`src/hdl/tty_line_editor_defines.svh`:
```
// Assertion macros of the line editor, used by the ready ring.
`ifndef TTY_LINE_EDITOR_DEFINES_SVH
`define TTY_LINE_EDITOR_DEFINES_SVH

// Same-cycle implication, sampled on clk, off during reset.
`define TLE_ASSERT_NOW(label, ante, cons, msg) \
  label: assert property (@(posedge clk) disable iff (rst) (ante) |-> (cons)) else $error(msg);

// Next-cycle implication, sampled on clk, off during reset.
`define TLE_ASSERT_NEXT(label, ante, cons, msg) \
  label: assert property (@(posedge clk) disable iff (rst) (ante) |=> (cons)) else $error(msg);

`endif

```
`src/hdl/tle_pkg.sv`:
```
// Shared constants, codes and control structs of the line editor.
package tle_pkg;

  localparam int LINE_DEPTH  = 128;
  localparam int READY_DEPTH = 256;
  localparam int READ_MAX    = 64;

  localparam int LN_AW = $clog2(LINE_DEPTH);
  localparam int LN_CW = $clog2(LINE_DEPTH + 1);
  localparam int RQ_AW = $clog2(READY_DEPTH);
  localparam int RQ_CW = $clog2(READY_DEPTH + 1);

  // Input codes
  localparam logic ACT_KEY  = 1'b0;
  localparam logic ACT_READ = 1'b1;
  localparam logic [1:0] KEY_PRINT = 2'd0;
  localparam logic [1:0] KEY_ENTER = 2'd1;
  localparam logic [1:0] KEY_BKSP  = 2'd2;

  // Result kinds
  localparam logic [2:0] KIND_ECHO    = 3'd0;
  localparam logic [2:0] KIND_BYTE    = 3'd1;
  localparam logic [2:0] KIND_ZERO    = 3'd2;
  localparam logic [2:0] KIND_BLOCKED = 3'd3;
  localparam logic [2:0] KIND_DROPPED = 3'd4;

  localparam logic [7:0] CH_BS = 8'h08;
  localparam logic [7:0] CH_NL = 8'h0A;
  localparam logic [6:0] REQ_MAX = 7'(READ_MAX);

  typedef struct packed {
    logic             wr;
    logic [7:0]       wdata;
    logic             dec;
    logic             clr;
    logic             rd;
    logic [LN_AW-1:0] raddr;
  } line_cmd_t;

  typedef struct packed {
    logic       push;
    logic       pop;
    logic [7:0] wdata;
  } ring_cmd_t;

  typedef struct packed {
    logic [RQ_CW-1:0] fill;
    logic             full;
    logic             empty;
  } ring_stat_t;

endpackage

```
`src/hdl/tle_in_if.sv`:
```
// Key / read request channel.
interface tle_in_if;
  logic       valid;
  logic       ready;
  logic       action;
  logic [1:0] key_kind;
  logic [7:0] key_char;
  logic [6:0] read_max;

  modport source (output valid, action, key_kind, key_char, read_max, input ready);
  modport sink (input valid, action, key_kind, key_char, read_max, output ready);
endinterface

```
`src/hdl/tle_out_if.sv`:
```
// Result channel: echoes, read bytes and status answers.
interface tle_out_if;
  logic       valid;
  logic       ready;
  logic [2:0] kind;
  logic [7:0] data_byte;
  logic [6:0] run_bytes;
  logic       last;
  logic       line_done;
  logic       overflow;

  modport source (output valid, kind, data_byte, run_bytes, last, line_done, overflow,
                  input ready);
  modport sink (input valid, kind, data_byte, run_bytes, last, line_done, overflow,
                output ready);
endinterface

```
`src/hdl/tle_line_buf.sv`:
```
// Edit line memory with its length counter.
module tle_line_buf (
  input  logic                     clk,
  input  logic                     rst,
  input  tle_pkg::line_cmd_t       cmd,
  output logic [tle_pkg::LN_CW-1:0] len,
  output logic [7:0]               rdata
);

  logic [7:0] mem [tle_pkg::LINE_DEPTH];

  // Append at the current length, registered read at the copy index
  always_ff @(posedge clk) begin
    if (cmd.wr) begin
      mem[len[tle_pkg::LN_AW-1:0]] <= cmd.wdata;
    end
    if (cmd.rd) begin
      rdata <= mem[cmd.raddr];
    end
  end

  // Length: grows on append, shrinks on backspace, clears on enter or reset
  always_ff @(posedge clk) begin
    if (rst || cmd.clr) begin
      len <= '0;
    end else if (cmd.wr) begin
      len <= len + 1'b1;
    end else if (cmd.dec) begin
      len <= len - 1'b1;
    end
  end

endmodule

```
`src/hdl/tle_ready_ring.sv`:
```
// Ready queue: ring memory with head pointer and fill count.
`include "tty_line_editor_defines.svh"

module tle_ready_ring (
  input  logic                clk,
  input  logic                rst,
  input  tle_pkg::ring_cmd_t  cmd,
  output tle_pkg::ring_stat_t stat,
  output logic [7:0]          rdata
);

  logic [7:0]                mem [tle_pkg::READY_DEPTH];
  logic [tle_pkg::RQ_AW-1:0] head;
  logic [tle_pkg::RQ_CW-1:0] fill;
  logic [tle_pkg::RQ_AW:0]   tail_sum;
  logic [tle_pkg::RQ_AW-1:0] tail;
  logic [tle_pkg::RQ_AW-1:0] head_next;

  // Write slot is head + fill, wrapped once; the next head wraps after the last slot
  always_comb begin
    tail_sum = (tle_pkg::RQ_AW + 1)'(head) + (tle_pkg::RQ_AW + 1)'(fill);
    if (tail_sum >= (tle_pkg::RQ_AW + 1)'(tle_pkg::READY_DEPTH)) begin
      tail = tle_pkg::RQ_AW'(tail_sum - (tle_pkg::RQ_AW + 1)'(tle_pkg::READY_DEPTH));
    end else begin
      tail = tail_sum[tle_pkg::RQ_AW-1:0];
    end
    if (head == tle_pkg::RQ_AW'(tle_pkg::READY_DEPTH - 1)) begin
      head_next = '0;
    end else begin
      head_next = head + 1'b1;
    end
  end

  assign stat.fill  = fill;
  assign stat.full  = (fill == tle_pkg::RQ_CW'(tle_pkg::READY_DEPTH));
  assign stat.empty = (fill == '0);

  // Storage
  always_ff @(posedge clk) begin
    if (cmd.push) begin
      mem[tail] <= cmd.wdata;
    end
    if (cmd.pop) begin
      rdata <= mem[head];
    end
  end

  // Pointers
  always_ff @(posedge clk) begin
    if (rst) begin
      head <= '0;
      fill <= '0;
    end else if (cmd.push) begin
      fill <= fill + 1'b1;
    end else if (cmd.pop) begin
      head <= head_next;
      fill <= fill - 1'b1;
    end
  end

  `TLE_ASSERT_NOW(a_fill_bound, 1'b1, fill <= tle_pkg::RQ_CW'(tle_pkg::READY_DEPTH), "ready fill above depth")
  `TLE_ASSERT_NOW(a_no_push_full, cmd.push, !stat.full && !cmd.pop, "push into full ring or with pop")
  `TLE_ASSERT_NEXT(a_pop_count, cmd.pop && !stat.empty, fill == $past(fill) - 1'b1, "pop did not drop fill")
  `TLE_ASSERT_NOW(a_no_pop_empty, cmd.pop, !stat.empty, "pop from empty ring")

endmodule

```
`src/hdl/tty_line_editor.sv`:
```
// Top level: sequencer, output register and the two byte stores.
//
// Console line editor. Items arrive on in_ch (action, key_kind, key_char,
// read_max) and results leave on out_ch (kind, data_byte, run_bytes, last,
// line_done, overflow); a transfer is valid and ready high at a clock edge.
// One sequencer steps each item through the edit line memory and the ready
// ring, at most one access to each per cycle; in_ch.ready is high only between items.
// Results per item:
//   printable, backspace, other key: at most one result
//   enter: the line copy loop moves the line into the ready queue, then
//     one newline result
//   read: one result per delivered byte; a zero request or an empty
//     queue gets a single answer.
// Results pass through a single output register; the sequencer waits while
// that register holds a result the receiver has not taken, so a stall on
// out_ch holds the block without losing or repeating a result.
// Reset (synchronous, rst high) empties the edit line and the ready queue;
// no clearing pass is needed, the block is ready on the next cycle.
module tty_line_editor (
  input logic     clk,
  input logic     rst,
  tle_in_if.sink  in_ch,
  tle_out_if.source out_ch
);

  localparam logic [2:0] S_IDLE    = 3'd0;
  localparam logic [2:0] S_DECODE  = 3'd1;
  localparam logic [2:0] S_RD_ADDR = 3'd2;
  localparam logic [2:0] S_RD_OUT  = 3'd3;
  localparam logic [2:0] S_EN_COPY = 3'd4;
  localparam logic [2:0] S_EN_NL   = 3'd5;

  logic [2:0] state, state_next;

  // Latched item
  logic       act;
  logic [1:0] kkind;
  logic [7:0] kchar;
  logic [6:0] req;

  // Loop registers
  logic [tle_pkg::LN_CW-1:0] idx, idx_next;
  logic                      pend, pend_next;
  logic                      lost, lost_next;
  logic [6:0]                rd_cnt, rd_cnt_next;
  logic [6:0]                rd_i, rd_i_next;

  // Output register
  logic       out_valid;
  logic       out_free;
  logic       emit;
  logic [2:0] e_kind;
  logic [7:0] e_data;
  logic [6:0] e_count;
  logic       e_last, e_done, e_ovf;

  tle_pkg::line_cmd_t        lcmd;
  logic [tle_pkg::LN_CW-1:0] len;
  logic [7:0]                line_rdata;
  tle_pkg::ring_cmd_t        rcmd;
  tle_pkg::ring_stat_t       rstat;
  logic [7:0]                ring_rdata;

  tle_line_buf u_line (
    .clk   (clk),
    .rst   (rst),
    .cmd   (lcmd),
    .len   (len),
    .rdata (line_rdata)
  );

  tle_ready_ring u_ring (
    .clk   (clk),
    .rst   (rst),
    .cmd   (rcmd),
    .stat  (rstat),
    .rdata (ring_rdata)
  );

  assign in_ch.ready = (state == S_IDLE);
  assign out_free    = !out_valid || out_ch.ready;

  // Capture the item, saturating the request size
  always_ff @(posedge clk) begin
    if (in_ch.valid && in_ch.ready) begin
      act   <= in_ch.action;
      kkind <= in_ch.key_kind;
      kchar <= in_ch.key_char;
      req   <= (in_ch.read_max > tle_pkg::REQ_MAX) ? tle_pkg::REQ_MAX : in_ch.read_max;
    end
  end

  // Sequencer
  always_comb begin
    state_next  = state;
    idx_next    = idx;
    pend_next   = pend;
    lost_next   = lost;
    rd_cnt_next = rd_cnt;
    rd_i_next   = rd_i;
    lcmd        = '0;
    rcmd        = '0;
    emit        = 1'b0;
    e_kind      = tle_pkg::KIND_ECHO;
    e_data      = '0;
    e_count     = '0;
    e_last      = 1'b1;
    e_done      = 1'b0;
    e_ovf       = 1'b0;
    case (state)
      S_IDLE: begin
        if (in_ch.valid) begin
          state_next = S_DECODE;
        end
      end
      S_DECODE: begin
        if (out_free) begin
          state_next = S_IDLE;
          if (act == tle_pkg::ACT_READ) begin
            if (req == '0) begin
              emit   = 1'b1;
              e_kind = tle_pkg::KIND_ZERO;
            end else if (rstat.empty) begin
              emit   = 1'b1;
              e_kind = tle_pkg::KIND_BLOCKED;
            end else begin
              rd_cnt_next = (32'(rstat.fill) < 32'(req)) ? 7'(rstat.fill) : req;
              rd_i_next   = '0;
              state_next  = S_RD_ADDR;
            end
          end else begin
            case (kkind)
              tle_pkg::KEY_PRINT: begin
                emit = 1'b1;
                if (len == tle_pkg::LN_CW'(tle_pkg::LINE_DEPTH)) begin
                  e_kind = tle_pkg::KIND_DROPPED;
                  e_ovf  = 1'b1;
                end else begin
                  lcmd.wr    = 1'b1;
                  lcmd.wdata = kchar;
                  e_data     = kchar;
                end
              end
              tle_pkg::KEY_ENTER: begin
                idx_next   = '0;
                pend_next  = 1'b0;
                lost_next  = 1'b0;
                state_next = S_EN_COPY;
              end
              tle_pkg::KEY_BKSP: begin
                if (len != '0) begin
                  lcmd.dec = 1'b1;
                  emit     = 1'b1;
                  e_data   = tle_pkg::CH_BS;
                end
              end
              default: begin
              end
            endcase
          end
        end
      end
      S_RD_ADDR: begin
        rcmd.pop   = 1'b1;
        state_next = S_RD_OUT;
      end
      S_RD_OUT: begin
        if (out_free) begin
          emit      = 1'b1;
          e_kind    = tle_pkg::KIND_BYTE;
          e_data    = ring_rdata;
          e_count   = rd_cnt;
          e_last    = (rd_i + 1'b1 == rd_cnt);
          rd_i_next = rd_i + 1'b1;
          state_next = e_last ? S_IDLE : S_RD_ADDR;
        end
      end
      S_EN_COPY: begin
        // Read the next line byte while pushing (or dropping, when the ring is full) the one read last cycle
        lcmd.rd    = (idx < len);
        lcmd.raddr = idx[tle_pkg::LN_AW-1:0];
        if (lcmd.rd) begin
          idx_next = idx + 1'b1;
        end
        pend_next = lcmd.rd;
        if (pend) begin
          if (rstat.full) begin
            lost_next = 1'b1;
          end else begin
            rcmd.push  = 1'b1;
            rcmd.wdata = line_rdata;
          end
        end
        if (!lcmd.rd && !pend) begin
          state_next = S_EN_NL;
        end
      end
      S_EN_NL: begin
        if (out_free) begin
          if (!rstat.full) begin
            rcmd.push  = 1'b1;
            rcmd.wdata = tle_pkg::CH_NL;
          end
          lcmd.clr   = 1'b1;
          emit       = 1'b1;
          e_data     = tle_pkg::CH_NL;
          e_done     = 1'b1;
          e_ovf      = lost || rstat.full;
          state_next = S_IDLE;
        end
      end
      default: begin
        state_next = S_IDLE;
      end
    endcase
  end

  always_ff @(posedge clk) begin
    if (rst) begin
      state <= S_IDLE;
    end else begin
      state <= state_next;
    end
    idx    <= idx_next;
    pend   <= pend_next;
    lost   <= lost_next;
    rd_cnt <= rd_cnt_next;
    rd_i   <= rd_i_next;
  end

  // Output register
  always_ff @(posedge clk) begin
    if (rst) begin
      out_valid <= 1'b0;
    end else if (emit) begin
      out_valid <= 1'b1;
    end else if (out_ch.ready) begin
      out_valid <= 1'b0;
    end
    if (emit) begin
      out_ch.kind      <= e_kind;
      out_ch.data_byte <= e_data;
      out_ch.run_bytes <= e_count;
      out_ch.last      <= e_last;
      out_ch.line_done <= e_done;
      out_ch.overflow  <= e_ovf;
    end
  end

  assign out_ch.valid = out_valid;

endmodule

```
`src/flat_wrapper.sv`:
```
// flat-port wrapper written by rule: the top's interface ports become plain ports
module tty_line_editor_flat 
  (clk, rst, in_ch_valid, in_ch_action, in_ch_key_kind, in_ch_key_char, in_ch_read_max, in_ch_ready, out_ch_valid, out_ch_kind, out_ch_data_byte, out_ch_run_bytes, out_ch_last, out_ch_line_done, out_ch_overflow, out_ch_ready);
  tle_in_if in_ch_i ();
  tle_out_if out_ch_i ();
  input logic clk;
  input logic rst;
  input wire logic [$bits(in_ch_i.valid)-1:0] in_ch_valid;
  input wire logic [$bits(in_ch_i.action)-1:0] in_ch_action;
  input wire logic [$bits(in_ch_i.key_kind)-1:0] in_ch_key_kind;
  input wire logic [$bits(in_ch_i.key_char)-1:0] in_ch_key_char;
  input wire logic [$bits(in_ch_i.read_max)-1:0] in_ch_read_max;
  output wire logic [$bits(in_ch_i.ready)-1:0] in_ch_ready;
  output wire logic [$bits(out_ch_i.valid)-1:0] out_ch_valid;
  output wire logic [$bits(out_ch_i.kind)-1:0] out_ch_kind;
  output wire logic [$bits(out_ch_i.data_byte)-1:0] out_ch_data_byte;
  output wire logic [$bits(out_ch_i.run_bytes)-1:0] out_ch_run_bytes;
  output wire logic [$bits(out_ch_i.last)-1:0] out_ch_last;
  output wire logic [$bits(out_ch_i.line_done)-1:0] out_ch_line_done;
  output wire logic [$bits(out_ch_i.overflow)-1:0] out_ch_overflow;
  input wire logic [$bits(out_ch_i.ready)-1:0] out_ch_ready;
  assign in_ch_i.valid = in_ch_valid;
  assign in_ch_i.action = in_ch_action;
  assign in_ch_i.key_kind = in_ch_key_kind;
  assign in_ch_i.key_char = in_ch_key_char;
  assign in_ch_i.read_max = in_ch_read_max;
  assign in_ch_ready = in_ch_i.ready;
  assign out_ch_valid = out_ch_i.valid;
  assign out_ch_kind = out_ch_i.kind;
  assign out_ch_data_byte = out_ch_i.data_byte;
  assign out_ch_run_bytes = out_ch_i.run_bytes;
  assign out_ch_last = out_ch_i.last;
  assign out_ch_line_done = out_ch_i.line_done;
  assign out_ch_overflow = out_ch_i.overflow;
  assign out_ch_i.ready = out_ch_ready;
  tty_line_editor u_core (.clk(clk), .rst(rst), .in_ch(in_ch_i), .out_ch(out_ch_i));
endmodule
```
`config.mk`:
```
export PLATFORM = sky130hd
export DESIGN_NAME = tty_line_editor_flat
export DESIGN_NICKNAME = d
export VERILOG_FILES = /design/src/hdl/tle_pkg.sv /design/src/hdl/tle_in_if.sv /design/src/hdl/tle_out_if.sv /design/src/hdl/tle_line_buf.sv /design/src/hdl/tle_ready_ring.sv /design/src/hdl/tty_line_editor.sv /design/src/flat_wrapper.sv
export VERILOG_INCLUDE_DIRS = /design/src /design/src/hdl
export SDC_FILE = /design/constraint.sdc
export NUM_CORES = 2
export LEC_CHECK = 0
export BUFFER_PORTS_ARGS = -buffer_cell sky130_fd_sc_hd__buf_2
export CAP_MARGIN = 20
export CORE_MARGIN = 1
export CORE_UTILIZATION = 50
export DETAILED_ROUTE_END_ITERATION = 6
export HOLD_SLACK_MARGIN = 0.06
export PLACE_DENSITY = 0.65
export SLEW_MARGIN = 40
export SYNTH_ARGS = -nofsm -noshare
export SYNTH_HDL_FRONTEND = slang
export SYNTH_SLANG_ARGS = --single-unit
export TNS_END_PERCENT = 10
```
`constraint.sdc`:
```
create_clock -name clk -period 7.2 [get_ports clk]
set_clock_uncertainty 0.15 [all_clocks]
set_input_delay 1.44 -clock clk [delete_from_list [all_inputs] [get_ports clk]]
set_output_delay 1.44 -clock clk [all_outputs]
set_load 0.01 [all_outputs]
```
==> metrics <==
run status complete, but fails checks; failing checks design-rule violations; sequential share of the synthesized area 75.32%; Design Area, Final 143000 um2; root buffer cell clkbuf_16; drt wl/cell 31.26 um; CTS max path bufs 4; Buf/Inv on CP 3; number of global-route vias before repair 68240; Main synth FF type edfxtp_1; Hold Slack 0.4264 ns; width of the die 504.8 um; first-pass GRT wire length 491900 um; CTS tree done; critical path launch point type register; Fin Setup TNS 0 ns; Post-CTS Setup Bufs 0; layout net count 7416; Syn Area/Cell 17.67 um2; dpl hpwl 203200 um; data arrival time of the worst path 5.55 ns; std cell rows 184; Synth-to-Final Area Change 13.11%; placed cell count 10350; initial core utilization 50.28%; latest clock arrival within the worst-skew pair 0.98 ns; post-synthesis cell area 126400 um2; normalized max-slew margin 33.76%; CP max FO 37; gr usage total 26.63%; most common cell after layout, fill and taps aside edfxtp_1; total wire length 342200 um; MaxCap Viol Count 0; Setup crit end kind register; Core Footprint 251400 um2; CTS buffer count 338; post-CTS resize count 0; worst vdd ir 0.2910 mV; H-tree depth 5; Antenna Nets Post-Route 0; Worst-Margin Slew 0.9911 ns; Post-Place Cell Area 132300 um2; Seq cells post-synth 3180; count of final hold-check violations 0; cells along the critical path ha_1 > inv_1 > fa_1 > nor2b_1 > o21ai_0 > a21boi_1 > o21ai_0 > nor2_1 > nor4b_1 > a311oi_4 > buf_4 > buf_4 > nor3_2; layout cell share with drive strength beyond 1 20.47%; CTS hold repair buffers 0; synth warn 0; Slew Viols, Final 0; post-placement setup slack 1.952 ns; initial antenna violation count 7; Post-route DRC 50; kind of critical path register to register; largest area contributor in the netlist edfxtp_1; f_max 194.7 MHz; largest net degree at the start of global routing 182; final setup vio count 0; I/O Buffers 44; grt total ovfl 0; Die H 504.8 um; GP Congestion 0.8963; Slowest-stage cell, CP dfxtp_4; syn nets 7218; fin crit share 71.33%; CTS sink cnt 3180; Post-synth EDFFs 3151; initial DRC count 9575; Cell variety after synth 75; slowest cell delay on critical path 0.86 ns; fin crit period 5.136 ns; family with the most delay on the worst path simple AND/OR/NAND/NOR gates; post-route setup slack 2.064 ns; I/O pin cnt 45; drt first pass iters 7; top cell type's share of synthesized area 74.86%; DR vias 70610; RSZ-0062 raised after global routing false; most frequent cells in the layout 3151 x edfxtp_1, 508 x nand2_1, 480 x mux4_2, 348 x nor2_1, 343 x clkbuf_16; Synth Instances 7155; die area 254800 um2; Worst EP required 7.61 ns; ys async rst share 0%; pwr dens 293.7 nW/um2; fin cells 10950; Worst Hold Class register to register; Worst-path clk slew 0.06 ns; Area contributors post-synth edfxtp_1 75%, mux4_2 8.6%, mux2i_1 2.4%, nand2_1 1.5%, nor3_1 1.2%; Via density 6.450; Static Leak 41.91 nW
[power breakdown]
group | total (mW) | internal (mW) | switching (mW)
Sequential | 20.7 | 20.4 | 0.266
Combinational | 4.63 | 1.62 | 3.01
Clock | 16.6 | 9.64 | 7.00
[area by class of cell]
cell class,instances,area [um2]
antenna,2,5.005
clock buffer,406,8840
clock inverter,178,1574
fill,18700,108400
inverter,40,150.1
multi-input combinational,3468,30090
sequential,3180,95220
tap,3348,4189
timing repair buffer,325,2897
[state kept, by name (all words and copies together) (netlist names), 2 cells and up]
name                     cells
u_core.idx                   8
u_core.req                   7
u_core.u_ring.mem         2048
u_core.rd_i                  7
u_core.u_ring.head           8
u_core.kkind                 2
u_core.state                 3
u_core.out_ch.run_bytes      7
u_core.out_ch.kind           3
u_core.u_line.mem         1024
u_core.u_ring.rdata          8
u_core.u_line.rdata          8
u_core.u_ring.fill           9
u_core.kchar                 8
u_core.rd_cnt                7
u_core.u_line.len            8
u_core.out_ch.data_byte      8
[worst register-to-register path: stages (launching register included)]
cell and delay, ns:
dfxtp_4 0.86, ha_1 0.32, inv_1 0.06, fa_1 0.43, nor2b_1 0.14, o21ai_0 0.12, a21boi_1 0.29, o21ai_0 0.24
nor2_1 0.21, nor4b_1 0.48, a311oi_4 0.08, buf_4 0.32, buf_4 0.39, nor3_2 0.67
[kinds of logic (layout without fill, tap and decap cells)]
logic type	Yosys count	in the layout	share of synthesized area [%]
AO/OA/AOI/OAI	996	996	5.219
XOR/XNOR	44	44	0.3049
adder cells (fa/ha/maj)	41	41	0.4237
buffers and inverters	507	949	1.775
flip-flops	3180	3180	75.32
multiplexers	836	836	11.42
other	0	2	0
AND/OR/NAND/NOR	1551	1551	5.539
[synth_stat cells, types with 12 or more instances]
library cell / instances
dfxtp_1: 29
a22o_1: 19
mux2i_1: 307
o22ai_1: 126
a32o_1: 18
o32ai_1: 12
xor2_1: 27
a2111oi_0: 37
nand4_1: 27
o2111ai_1: 13
mux4_2: 480
xnor2_1: 17
nor2b_1: 30
nor3_1: 296
nand2_1: 519
inv_1: 40
nand2b_1: 54
clkbuf_1: 252
buf_2: 121
ha_1: 38
o221ai_1: 53
a22oi_1: 54
a21o_1: 23
a221oi_1: 32
a31oi_1: 96
buf_4: 34
nor2_1: 367
edfxtp_1: 3151
a211oi_1: 57
mux2_2: 49
nor4_1: 16
and3_1: 21
and2_1: 33
nand3_1: 137
o21ai_0: 125
a21oi_1: 248
o211ai_1: 19
buf_1: 51
or3_1: 16
[metrics by stage]
stage | power (mW) | utilization, %
CTS | 42.11 | 56.76
global route | 43.10 | 56.87
finish | 41.99 | 56.87
global placement | 25.47 | 52.21
floorplan | 24.08 | -
detailed placement | 25.68 | 52.62
[routing by layer]
| layer | GRT usage [%] | vias to the layer above | part of all wire, % |
|---|---|---|---|
| met5 | 0 | - | 0.0070 |
| met4 | 8.671 | 4 | 3.4 |
| met3 | 6.241 | 686 | 11 |
| met2 | 39.84 | 4163 | 45 |
| met1 | 38.74 | 36520 | 40 |
| li1 | - | 29240 | - |
[final timing paths]
kind | endpoint | cells after the start | from | slack [ns]
max | u_core.u_ring.mem[183][2]$_DFFE_PP_ | 13 | u_core.u_ring.head[0]$_SDFFE_PP0P_ | 2.06
min | u_core.u_ring.fill[8]$_SDFFE_PP0P_ | 3 | u_core.u_ring.fill[8]$_SDFFE_PP0P_ | 0.43
max reg2reg | u_core.u_ring.mem[183][2]$_DFFE_PP_ | 13 | u_core.u_ring.head[0]$_SDFFE_PP0P_ | 2.06
min reg2reg | u_core.u_ring.fill[8]$_SDFFE_PP0P_ | 3 | u_core.u_ring.fill[8]$_SDFFE_PP0P_ | 0.43
(Power assumes the default switching activity.)
